File: src/design/hsge_ram.sv
// generic simple dual port ram with registered read
module hsge_ram #(
    parameter int W = 8,
    parameter int D = 16
) (
    input  logic                 i_clk,
    input  logic                 i_we,
    input  logic [$clog2(D)-1:0] i_waddr,
    input  logic [W-1:0]         i_wdata,
    input  logic [$clog2(D)-1:0] i_raddr,
    output logic [W-1:0]         o_rdata
);

    logic [W-1:0] r_mem [D];

    always_ff @(posedge i_clk) begin
        if (i_we) begin
            r_mem[i_waddr] <= i_wdata;
        end
        o_rdata <= r_mem[i_raddr];
    end

endmodule

File: config.mk
export PLATFORM = sky130hd
export DESIGN_NAME = hsge_ram
export DESIGN_NICKNAME = d
export VERILOG_FILES = /design/src/design/hsge_ram.sv
export SDC_FILE = /design/constraint.sdc
export NUM_CORES = 1
export LEC_CHECK = 0
export BUFFER_PORTS_ARGS = -buffer_cell sky130_fd_sc_hd__buf_2
export CAP_MARGIN = 15
export CORE_ASPECT_RATIO = 1.5
export CORE_MARGIN = 4
export CORE_UTILIZATION = 40
export DETAILED_ROUTE_END_ITERATION = 6
export SYNTH_ARGS = -nofsm -noshare
export SYNTH_HDL_FRONTEND = slang
export SYNTH_SLANG_ARGS = --single-unit
File: constraint.sdc
create_clock -name i_clk -period 1.98 [get_ports i_clk]
set_input_delay 0.198 -clock i_clk [delete_from_list [all_inputs] [get_ports i_clk]]
set_output_delay 0.198 -clock i_clk [all_outputs]
set_load 0.01 [all_outputs]
; ---- After elaboration in Yosys (flattened, before gate mapping)
; Memories as Yosys holds them, arrays and structs flattened. A register that Yosys moved wholly into a read port is not among the register bits.
; Cells that the tools add are included.
[word_totals]
output_inout_bits = 8
n_memories = 1
wordCells = 3
in_bits = 18
mem_bits_rw = 128
reg_bits = 0
[mem_list]
columns = name, depth, word_bits, rd, rd_clocked_by_memory_dff, wr, line_no
row1 = r_mem, 16, 8, 1, 1, 1, 14  ; logic [W-1:0] r_mem [D];
[classes]
n_mux = 2
[ops]
columns = op, n
row1 = 1-bit 2-to-1 mux, 2

; ---- Longest topological paths before layout
; Gate-level depths: netlist of the first run.
[logic_depth]
word_depth = 2
ltp_mapped = 5
depth_no_buf = 3

; ---- Worst setup path after synthesis of the first run
; Ideal clock, no wire load.
[synth_path]
path_type = input-to-reg
start = input i_waddr[2]
end = memory r_mem[0][0] (enable)
path_buffers = 0
path_slack_ns = 0.289
setup_time_ns = 0.383
cell_stages = 2
t_arrival_ns = 1.308
required_time_ns = 1.597
cell_sequence = or3b_2 -> nor3_1
[synth_lines]
columns = element, line_no
row1 = "start, declared", 8  ; input logic [$clog2(D)-1:0] i_waddr,
row2 = "end, declared", 14
; No word-level cell before the write port.

==> metrics.csv, run 1 <==
stage;metric;value;unit
placed_design;dpl cells;422;
timing;Max-slew headroom;71.0;%
worst_setup_path;CP max stage cell;mux4_1;
yosys;largest family of logic cells by synthesized area;multiplexers;
power;Final Power;6.74;mW
clock_network;clk root buf;clkbuf_16;
worst_setup_path;WP data arrival;1.62;ns
global_routing;Remaining Overflow, GRT;0;
clock_network;Max clock buf depth;2;
power;clock share of power;47.5;%
cells_and_area;synthesis-to-finish area growth;19.9;%
die;Die Span Y;147;um
yosys;post-synth cell types;19;
clock_network;CTS tree;done;
global_routing;initial antenna violation count;0;
worst_setup_path;r2r setup slk;0.65;ns
worst_setup_path;CP max stage delay;0.50;ns
yosys;sequential-to-total area share from yosys stat;77.8;%
die;Die W;101;um
clock_network;Resize count post-CTS;0;
yosys;cell count after synthesis;229;
min_path;Hold WC Path Type;in2reg;
power;Combinational Power Share;4.5;%
drt;post-route ant nets;0;
yosys;top cells by area, synth;edfxtp_1 (75%), mux4_2 (7.9%), mux4_1 (7.1%), dfxtp_1 (3.1%), a22oi_1 (2.3%);
placed_design;DP Wirelength;6760;um
cells_and_area;fin nets;303;
power;peak supply drop;645;uV
run_status;status;finished clean;
power;sw frac;19.2;%
power;LEAKAGE;2.10;nW
yosys;Mapped Area;5150;um^2
yosys;synth cell count leaders;edfxtp_1 (128), mux4_2 (18), a22oi_1 (16);
yosys;mux contribution to synthesized area;15.0;%
yosys;most numerous cell in the Yosys netlist;edfxtp_1;
power;PD cells;1090;nW/um^2
timing;worst-margin pin slew;0.435;ns
drt;Initial DRC Count;163;
drt;wire length per cell;22.4;um
yosys;synthesized net count;247;
cells_and_area;n_diodes;0;
yosys;Syn Area/Cell;22.5;um^2
drt;Avg Vias per Cell;5.31;
power;sw power;1.30;mW
yosys;Post-Synth Adder-Cell Area;0;%
yosys;Synth async-reset ratio;0;%
drt;via count;2409;
timing;minimum clock period;1.33;ns
die;die area;14800;um^2
yosys;Post-synth EDFFs;128;
die;# rows;50;
worst_setup_path;critical path class;reg2reg;
run;Max Cap Viol;0;
die;Core Footprint;12600;um^2
timing;RSZ-0062 raised after global routing;false;
timing;setup violators final;0;
cells_and_area;layout filler cell count;1017;
clock_network;cts bufs inserted;17;
drt;# DRC;0;
timing;Hold WS;0.173;ns
timing;Setup Skew;0.00668;ns
worst_setup_path;Critical Path End Type;register;
cells_and_area;Finished Core Util;49.1;%
clock_network;Clock transition at path regs;0.06;ns
timing;Fin Setup TNS;0;ns
global_routing;total track usage;15.0;%
clock_network;Setup Fix Bufs, Post-CTS;0;
yosys;yosys warns;0;
clock_network;Hold-fix buffers, CTS;0;
global_routing;vias in the first global route;2587;
global_routing;first-pass GRT wire length;15700;um
placed_design;Port Buf Inserts;25;
die;Starting Density;40.9;%
yosys;Post-Synth Simple-Gate Area;3.18;%
clock_network;# H-tree levels;4;
power;cell-internal power;5.45;mW
placed_design;GPL Wtd Cong;0.811;
die;Ports;26;
timing;crit share post-route;67.4;%
worst_setup_path;Data required, critical path;2.27;ns
yosys;Synth Area in Compound Gates;2.33;%
timing;final hold viol count;0;
worst_setup_path;CP Max Fanout;1;
yosys;Synth Register Bits;136;
yosys;area leader, netlist;edfxtp_1;
clock_network;CTS sink count;136;
yosys;Top FF cell, synth;edfxtp_1;
cells_and_area;layout cells sized above 1;32.2;%
drt;Pre-antenna DRT Iters;4;
yosys;XOR/XNOR share of the synthesized area;0;%
worst_setup_path;type of origin of the critical path;register;
cells_and_area;fin cells;454;
power;Reg power frac;48.1;%
drt;final WL;10200;um
worst_setup_path;worst path cell trace;mux4_1 > a22oi_1 > nand2_1;
timing;Slew Limit Fails;0;
global_routing;largest net degree at the start of global routing;33;
clock_network;Clock Latency Late Sink;0.41;ns
timing;Fmax;0.749;GHz
yosys;Yosys top cell area share;74.7;%
==> sequential cells by signal, indices dropped and copies added, names as in the netlist <==
register  cells
o_rdata       8
r_mem       128
==> path summary, 6_finish.rpt <==
check	from	end	cells after the start
min reg2reg	r_mem[12][4]	o_rdata[4]	3
max reg2reg	r_mem[2][0]	o_rdata[0]	3
min	i_wdata[5]	r_mem[4][5]	1
max	r_mem[2][0]	o_rdata[0]	3
==> power by group through the flow <==
stage	registers (mW)	logic, mW	clock network (mW)
floorplan	3.30	0.163	0
global placement	3.30	0.302	0
detailed placement	3.30	0.308	0
CTS	3.24	0.309	3.26
global route	3.25	0.330	3.40
finish	3.24	0.302	3.20
==> placed cells by master (no fill, tap or decap) <==
cell type   Yosys  layout
clkbuf_1        0       2
nor2b_1         1       1
bufinv_16       0       4
nand2b_1        2       2
mux4_1         14      14
nand3b_1        2       2
clkbuf_16       0      17
and2b_1         1       1
nor2_1         13      13
buf_4           1      21
clkinv_4        0       1
and2_1          1       1
dfxtp_1         8       8
clkinvlp_4      0       4
a22oi_1        16      16
nand2_1         9       9
nand3_1         1       1
buf_12          0       1
nor3_1          4       4
edfxtp_1      128     128
or3b_2          1       1
clkinv_2        0       4
buf_2           3      25
mux4_2         18      18
==> logic make-up (layout without fill, tap and decap cells) <==
kind of cell | count (synthesis) | count (layout)
flip-flops | 136 | 136
multiplexers | 32 | 32
buffers and inverters | 10 | 79
AND/OR/NAND/NOR | 35 | 35
AO/OA/AOI/OAI | 16 | 16
==> critical path: cells and delay by family, from the launching register on <==
family | cells | cell delay [ns]
mux | 1 | 0.50
simple gates | 1 | 0.08
flops | 1 | 0.39
compound gates | 1 | 0.26
==> metrics by stage <==
stage	setup WS [ns]	cell area, um^2
after global routing	0.632	6170
after detailed placement	0.345	5560
after global placement	0.351	5560
after CTS	0.647	6170
final	0.645	6170
after floorplan	0.289	5150
==> layer usage <==
| layer | track usage (%) | wire length, um | up-vias |
|---|---|---|---|
| li1 | - | - | 1080 |
| met1 | 18.8 | 4090 | 1251 |
| met4 | 6.27 | 68 | 0 |
| met3 | 3.75 | 452 | 2 |
| met2 | 24.5 | 5580 | 76 |
| met5 | 0 | 0 | - |
==> cell type report <==
class	instances	area [um^2]	share of cell area (%)
multi-input cells	83	1060	17.1
well taps	156	195	3.16
repair buffers	47	303	4.91
clock buffers	19	433	7.02
clock inverters	13	179	2.90
flip-flops and latches	136	4000	64.9
No activity file was read; power rests on OpenSTA's default activity.
==> run 2, diff against run 1 <==
- clock period: 1.98 -> 1.3 ns (I/O delays scaled with it)
==> run 2 against run 1 <==
Net effect:
- via count grew 1.2%
- non-clock buffer count up 14
- global-route usage is essentially flat
- design area up 2.4%
- die area stayed put
- utilization is 1.2 points higher
- sequential share of layout area fell by 1.5 points
- clock power increased by 50%
- cell count is 3.1% higher
- routed wire length up 1.5%
- largest power group unchanged
==> metrics.csv, run 2 (synthesis gave the netlist of run 1 again) <==
stage;metric;value;unit
die;Ports;26;
die;# rows;50;
cells_and_area;fin nets;317;
run_status;status;finished clean;
timing;Max-slew headroom;37.5;%
drt;wire length per cell;22.1;um
global_routing;Remaining Overflow, GRT;0;
die;Starting Density;40.9;%
worst_setup_path;Data required, critical path;1.60;ns
power;clock share of power;46.9;%
drt;# DRC;0;
cells_and_area;Largest register FFs;128;
cells_and_area;Largest Register;r_mem;
clock_network;clk root buf;clkbuf_16;
cells_and_area;final instance area;6320;um^2
cells_and_area;synthesis-to-finish area growth;22.7;%
clock_network;Hold-fix buffers, CTS;0;
die;Die W;101;um
clock_network;Clock transition at path regs;0.06;ns
power;Combinational Power Share;5.0;%
cells_and_area;commonest non-fill, non-tap cell in the layout;edfxtp_1;
die;Die Span Y;147;um
timing;crit share post-route;98.1;%
cells_and_area;top flop regs;r_mem x128, o_rdata x8;
cells_and_area;layout cells sized above 1;42.6;%
placed_design;Port Buf Inserts;25;
clock_network;Max clock buf depth;2;
drt;Top Layer Used;met4;
drt;met2 WL;5620;um
clock_network;cts bufs inserted;17;
drt;via count;2437;
worst_setup_path;WP data arrival;1.57;ns
power;PD cells;1620;nW/um^2
power;cell-internal power;8.16;mW
placed_design;GPL Wtd Cong;0.844;
timing;setup violators final;0;
worst_setup_path;CP Max Fanout;1;
timing;worst-margin pin slew;0.934;ns
die;Core Footprint;12600;um^2
global_routing;largest net degree at the start of global routing;23;
global_routing;total track usage;14.9;%
worst_setup_path;critical path class;reg2reg;
global_routing;initial antenna violation count;0;
worst_setup_path;type of origin of the critical path;register;
timing;Slew Limit Fails;0;
worst_setup_path;Critical Path End Type;register;
power;sw frac;20.4;%
timing;final hold viol count;0;
drt;met3 WL post-DR;509;um
min_path;Hold WC Path Type;in2reg;
timing;Setup Skew;0.00866;ns
clock_network;CTS tree;done;
placed_design;DP Wirelength;6740;um
drt;post-route ant nets;0;
global_routing;vias in the first global route;2609;
timing;Fmax;0.784;GHz
cells_and_area;n_diodes;0;
drt;Pre-antenna DRT Iters;4;
clock_network;CTS sink count;136;
power;Reg power frac;48.1;%
placed_design;placed inst area;5700;um^2
clock_network;# H-tree levels;4;
run;Max Cap Viol;0;
power;peak supply drop;744;uV
power;Final Power;10.3;mW
die;die area;14800;um^2
clock_network;Clock Latency Late Sink;0.41;ns
drt;final WL;10300;um
power;LEAKAGE;2.14;nW
placed_design;dpl cells;436;
cells_and_area;layout filler cell count;987;
cells_and_area;most frequent cells in the layout;edfxtp_1 (128), buf_4 (33), mux4_2 (28);
timing;minimum clock period;1.28;ns
power;sw power;2.09;mW
cells_and_area;fin cells;468;
drt;Avg Vias per Cell;5.21;
drt;Initial DRC Count;182;
drt;Met1 Routed Length;4130;um
global_routing;first-pass GRT wire length;15600;um
run 2: cell type report:
type | count | area, um^2 | share of cell area [%]
flip-flops and latches | 136 | 4000 | 63.4
multi-input cells | 83 | 1080 | 17.1
repair buffers | 61 | 433 | 6.85
clock buffers | 18 | 429 | 6.79
well taps | 156 | 195 | 3.09
clock inverters | 14 | 175 | 2.77
run 2: per-stage QoR:
stage	setup TNS (ns)	util [%]	hold WS (ns)	setup WS (ns)
2_1_floorplan	-2.94	-	0.229	-0.0961
3_3_place_gp	-4.36	45.4	0.515	-0.278
3_5_place_dp	-4.57	45.4	0.524	-0.249
4_1_cts	0	50.1	0.0905	0.00200
5_1_grt	-0.0115	50.2	0.0987	-0.0115
6_report	0	50.2	0.100	0.0244
run 2: path summary, 6_finish.rpt:
path / startpoint / endpoint / slack (ns) / cells past startpoint
min reg2reg: r_mem[14][3] / o_rdata[3] / 0.67 / 3
max: r_mem[0][0] / o_rdata[0] / 0.02 / 3
max reg2reg: r_mem[0][0] / o_rdata[0] / 0.02 / 3
min: i_wdata[6] / r_mem[4][6] / 0.10 / 1
run 2: power groups by stage:
| stage | Clock, mW | Sequential, mW | Combinational [mW] |
|---|---|---|---|
| 3_3_place_gp | 0 | 5.02 | 0.491 |
| 3_5_place_dp | 0 | 5.02 | 0.500 |
| 6_report | 4.81 | 4.93 | 0.517 |
| 5_1_grt | 5.07 | 4.94 | 0.560 |
| 4_1_cts | 4.88 | 4.93 | 0.513 |
| 2_1_floorplan | 0 | 5.03 | 0.250 |
run 2: routing by layer:
metal	up-vias	global-route usage (%)
li1	1103	-
met1	1263	18.0
met2	67	25.2
met3	4	3.99
met4	0	5.87
met5	-	0
run 2: repair_timing:
item	CTS	global route
buffers inserted	0	0
gates resized for setup	9	10
setup endpoints to repair	4	6
pin swaps	1	4
gates cloned	0	0
run 2: worst max-delay path, cell delays in order, from the launching register on:
cell	delay [ns]
edfxtp_1	0.37
mux4_1	0.52
a22oi_2	0.21
nand2_1	0.07
==> run 3, diff against run 2 <==
- SETUP_SLACK_MARGIN: unset -> 0.05
==> run 3 against run 2 <==
Net effect:
- combinational power grew 2%
- first-iteration DRC count shrank 32%
- largest cell class unchanged
- highest routed layer unchanged
- sequential power is essentially flat
- critical path type unchanged
- design area grew 0.85%
- register-to-register slack gained 0.02 ns
==> metrics.csv, run 3 (synthesis gave the netlist of run 1 again) <==
stage;metric;value;unit
run_status;status;finished clean;
die;Starting Density;40.9;%
clock_network;Clock Latency Late Sink;0.41;ns
global_routing;Remaining Overflow, GRT;0;
cells_and_area;synthesis-to-finish area growth;23.7;%
cells_and_area;layout cells sized above 1;43.7;%
timing;RSZ-0062 raised after global routing;true;
global_routing;largest net degree at the start of global routing;21;
cells_and_area;top flop regs;r_mem x128, o_rdata x8;
global_routing;initial antenna violation count;0;
drt;wire length per cell;21.1;um
die;Die Span Y;147;um
clock_network;CTS tree;done;
timing;Setup Skew;0.00509;ns
worst_setup_path;Critical Path End Type;register;
worst_setup_path;Reg2Reg Depth;3;
clock_network;CTS sink count;136;
power;PD cells;1670;nW/um^2
die;# rows;50;
drt;# DRC;0;
timing;Max-slew headroom;34.3;%
worst_setup_path;r2r setup slk;0.05;ns
drt;post-route ant nets;0;
timing;Slew Limit Fails;0;
global_routing;first-pass GRT wire length;15000;um
clock_network;Setup Fix Bufs, Post-CTS;0;
die;die area;14800;um^2
worst_setup_path;type of origin of the critical path;register;
drt;Avg Vias per Cell;5.24;
cells_and_area;most frequent cells in the layout;edfxtp_1 (128), mux4_2 (31), buf_2 (25);
cells_and_area;fin nets;307;
cells_and_area;Largest Register;r_mem;
timing;setup violators final;0;
worst_setup_path;WP data arrival;1.53;ns
min_path;hold path endpoint;r_mem[13][3];
cells_and_area;n_diodes;0;
clock_network;clk root buf;clkbuf_16;
timing;worst-margin pin slew;0.984;ns
timing;crit share post-route;96.4;%
die;Core Footprint;12600;um^2
worst_setup_path;Data required, critical path;1.58;ns
drt;final WL;9660;um
die;Ports;26;
cells_and_area;commonest non-fill, non-tap cell in the layout;edfxtp_1;
placed_design;placed inst area;5710;um^2
cells_and_area;Finished Core Util;50.7;%
worst_setup_path;RR Endpoint;o_rdata[7];
min_path;Hold Crit Depth;1;
clock_network;Max clock buf depth;2;
clock_network;Clock transition at path regs;0.06;ns
worst_setup_path;critical path class;reg2reg;
min_path;Hold WC Path Type;in2reg;
global_routing;total track usage;14.2;%
timing;minimum clock period;1.25;ns
clock_network;# H-tree levels;4;
placed_design;DP Wirelength;6610;um
cells_and_area;final instance area;6370;um^2
timing;final hold viol count;0;
drt;Initial DRC Count;124;
timing;Hold WS;0.105;ns
power;LEAKAGE;2.14;nW
timing;Fmax;0.798;GHz
cells_and_area;Largest register FFs;128;
placed_design;dpl cells;426;
drt;via count;2399;
min_path;worst hold path startpoint;i_wdata[3];
drt;Pre-antenna DRT Iters;4;
clock_network;cts bufs inserted;17;
die;Die W;101;um
clock_network;Hold-fix buffers, CTS;0;
global_routing;vias in the first global route;2600;
placed_design;GPL Wtd Cong;0.716;
cells_and_area;fin cells;458;
worst_setup_path;CP Max Fanout;1;
placed_design;Port Buf Inserts;25;
run;Max Cap Viol;0;
power;peak supply drop;1040;uV
worst_setup_path;r2r startpoint;r_mem[3][7];
run 3: power by group:
group | total [mW] | internal [mW] | switching (mW)
Combinational | 0.526 | 0.239 | 0.286
Clock | 5.18 | 3.42 | 1.76
Sequential | 4.93 | 4.90 | 0.0286
Total | 10.6 | 8.57 | 2.07
run 3: final cells by class:
| class | count | area (um^2) |
|---|---|---|
| clock inverters | 14 | 221 |
| well taps | 156 | 195 |
| clock buffers | 18 | 429 |
| multi-input cells | 83 | 1100 |
| repair buffers | 51 | 420 |
| fillers | 988 | 6200 |
| flip-flops and latches | 136 | 4000 |
run 3: stage by stage:
stage / setup slack, ns / TNS [ns] / power [mW]
after floorplan: 0.0335 / 0 / 5.28
after global placement: -0.174 / -1.64 / 5.52
after detailed placement: -0.193 / -1.83 / 5.53
after CTS: 0.0369 / 0 / 10.7
after global routing: 0.00110 / 0 / 11.0
final: 0.0471 / 0 / 10.6
run 3: critical path: stages (launching register included):
cell	delay, ns
edfxtp_1	0.35
mux4_2	0.48
a22oi_2	0.20
nand2_1	0.10
run 3: how the worst max path moves through the flow:
stage,slack (ns),end,cells past startpoint,start
3_5_place_dp,-0.19,o_rdata[3],5,i_raddr[0]
2_1_floorplan,0.03,o_rdata[1],5,i_raddr[0]
6_report,0.05,o_rdata[7],3,r_mem[3][7]
4_1_cts,0.04,o_rdata[6],3,r_mem[2][6]
3_3_place_gp,-0.17,o_rdata[4],5,i_raddr[0]
5_1_grt,0.001,o_rdata[5],3,r_mem[11][5]
run 3: per-layer routing:
metal | share of wire [%] | GRT usage (%) | vias up | routed length (um)
li1 | - | - | 1085 | -
met1 | 40 | 16.7 | 1244 | 3890
met2 | 55 | 24.1 | 56 | 5300
met3 | 3.3 | 4.80 | 14 | 322
met4 | 1.6 | 4.86 | 0 | 152
met5 | 0 | 0 | - | 0
run 3: what timing repair did:
item / in CTS / in global routing
gates resized for setup: 12 / 13
pin swaps: 1 / 8
endpoints found under the setup margin: 7 / 8
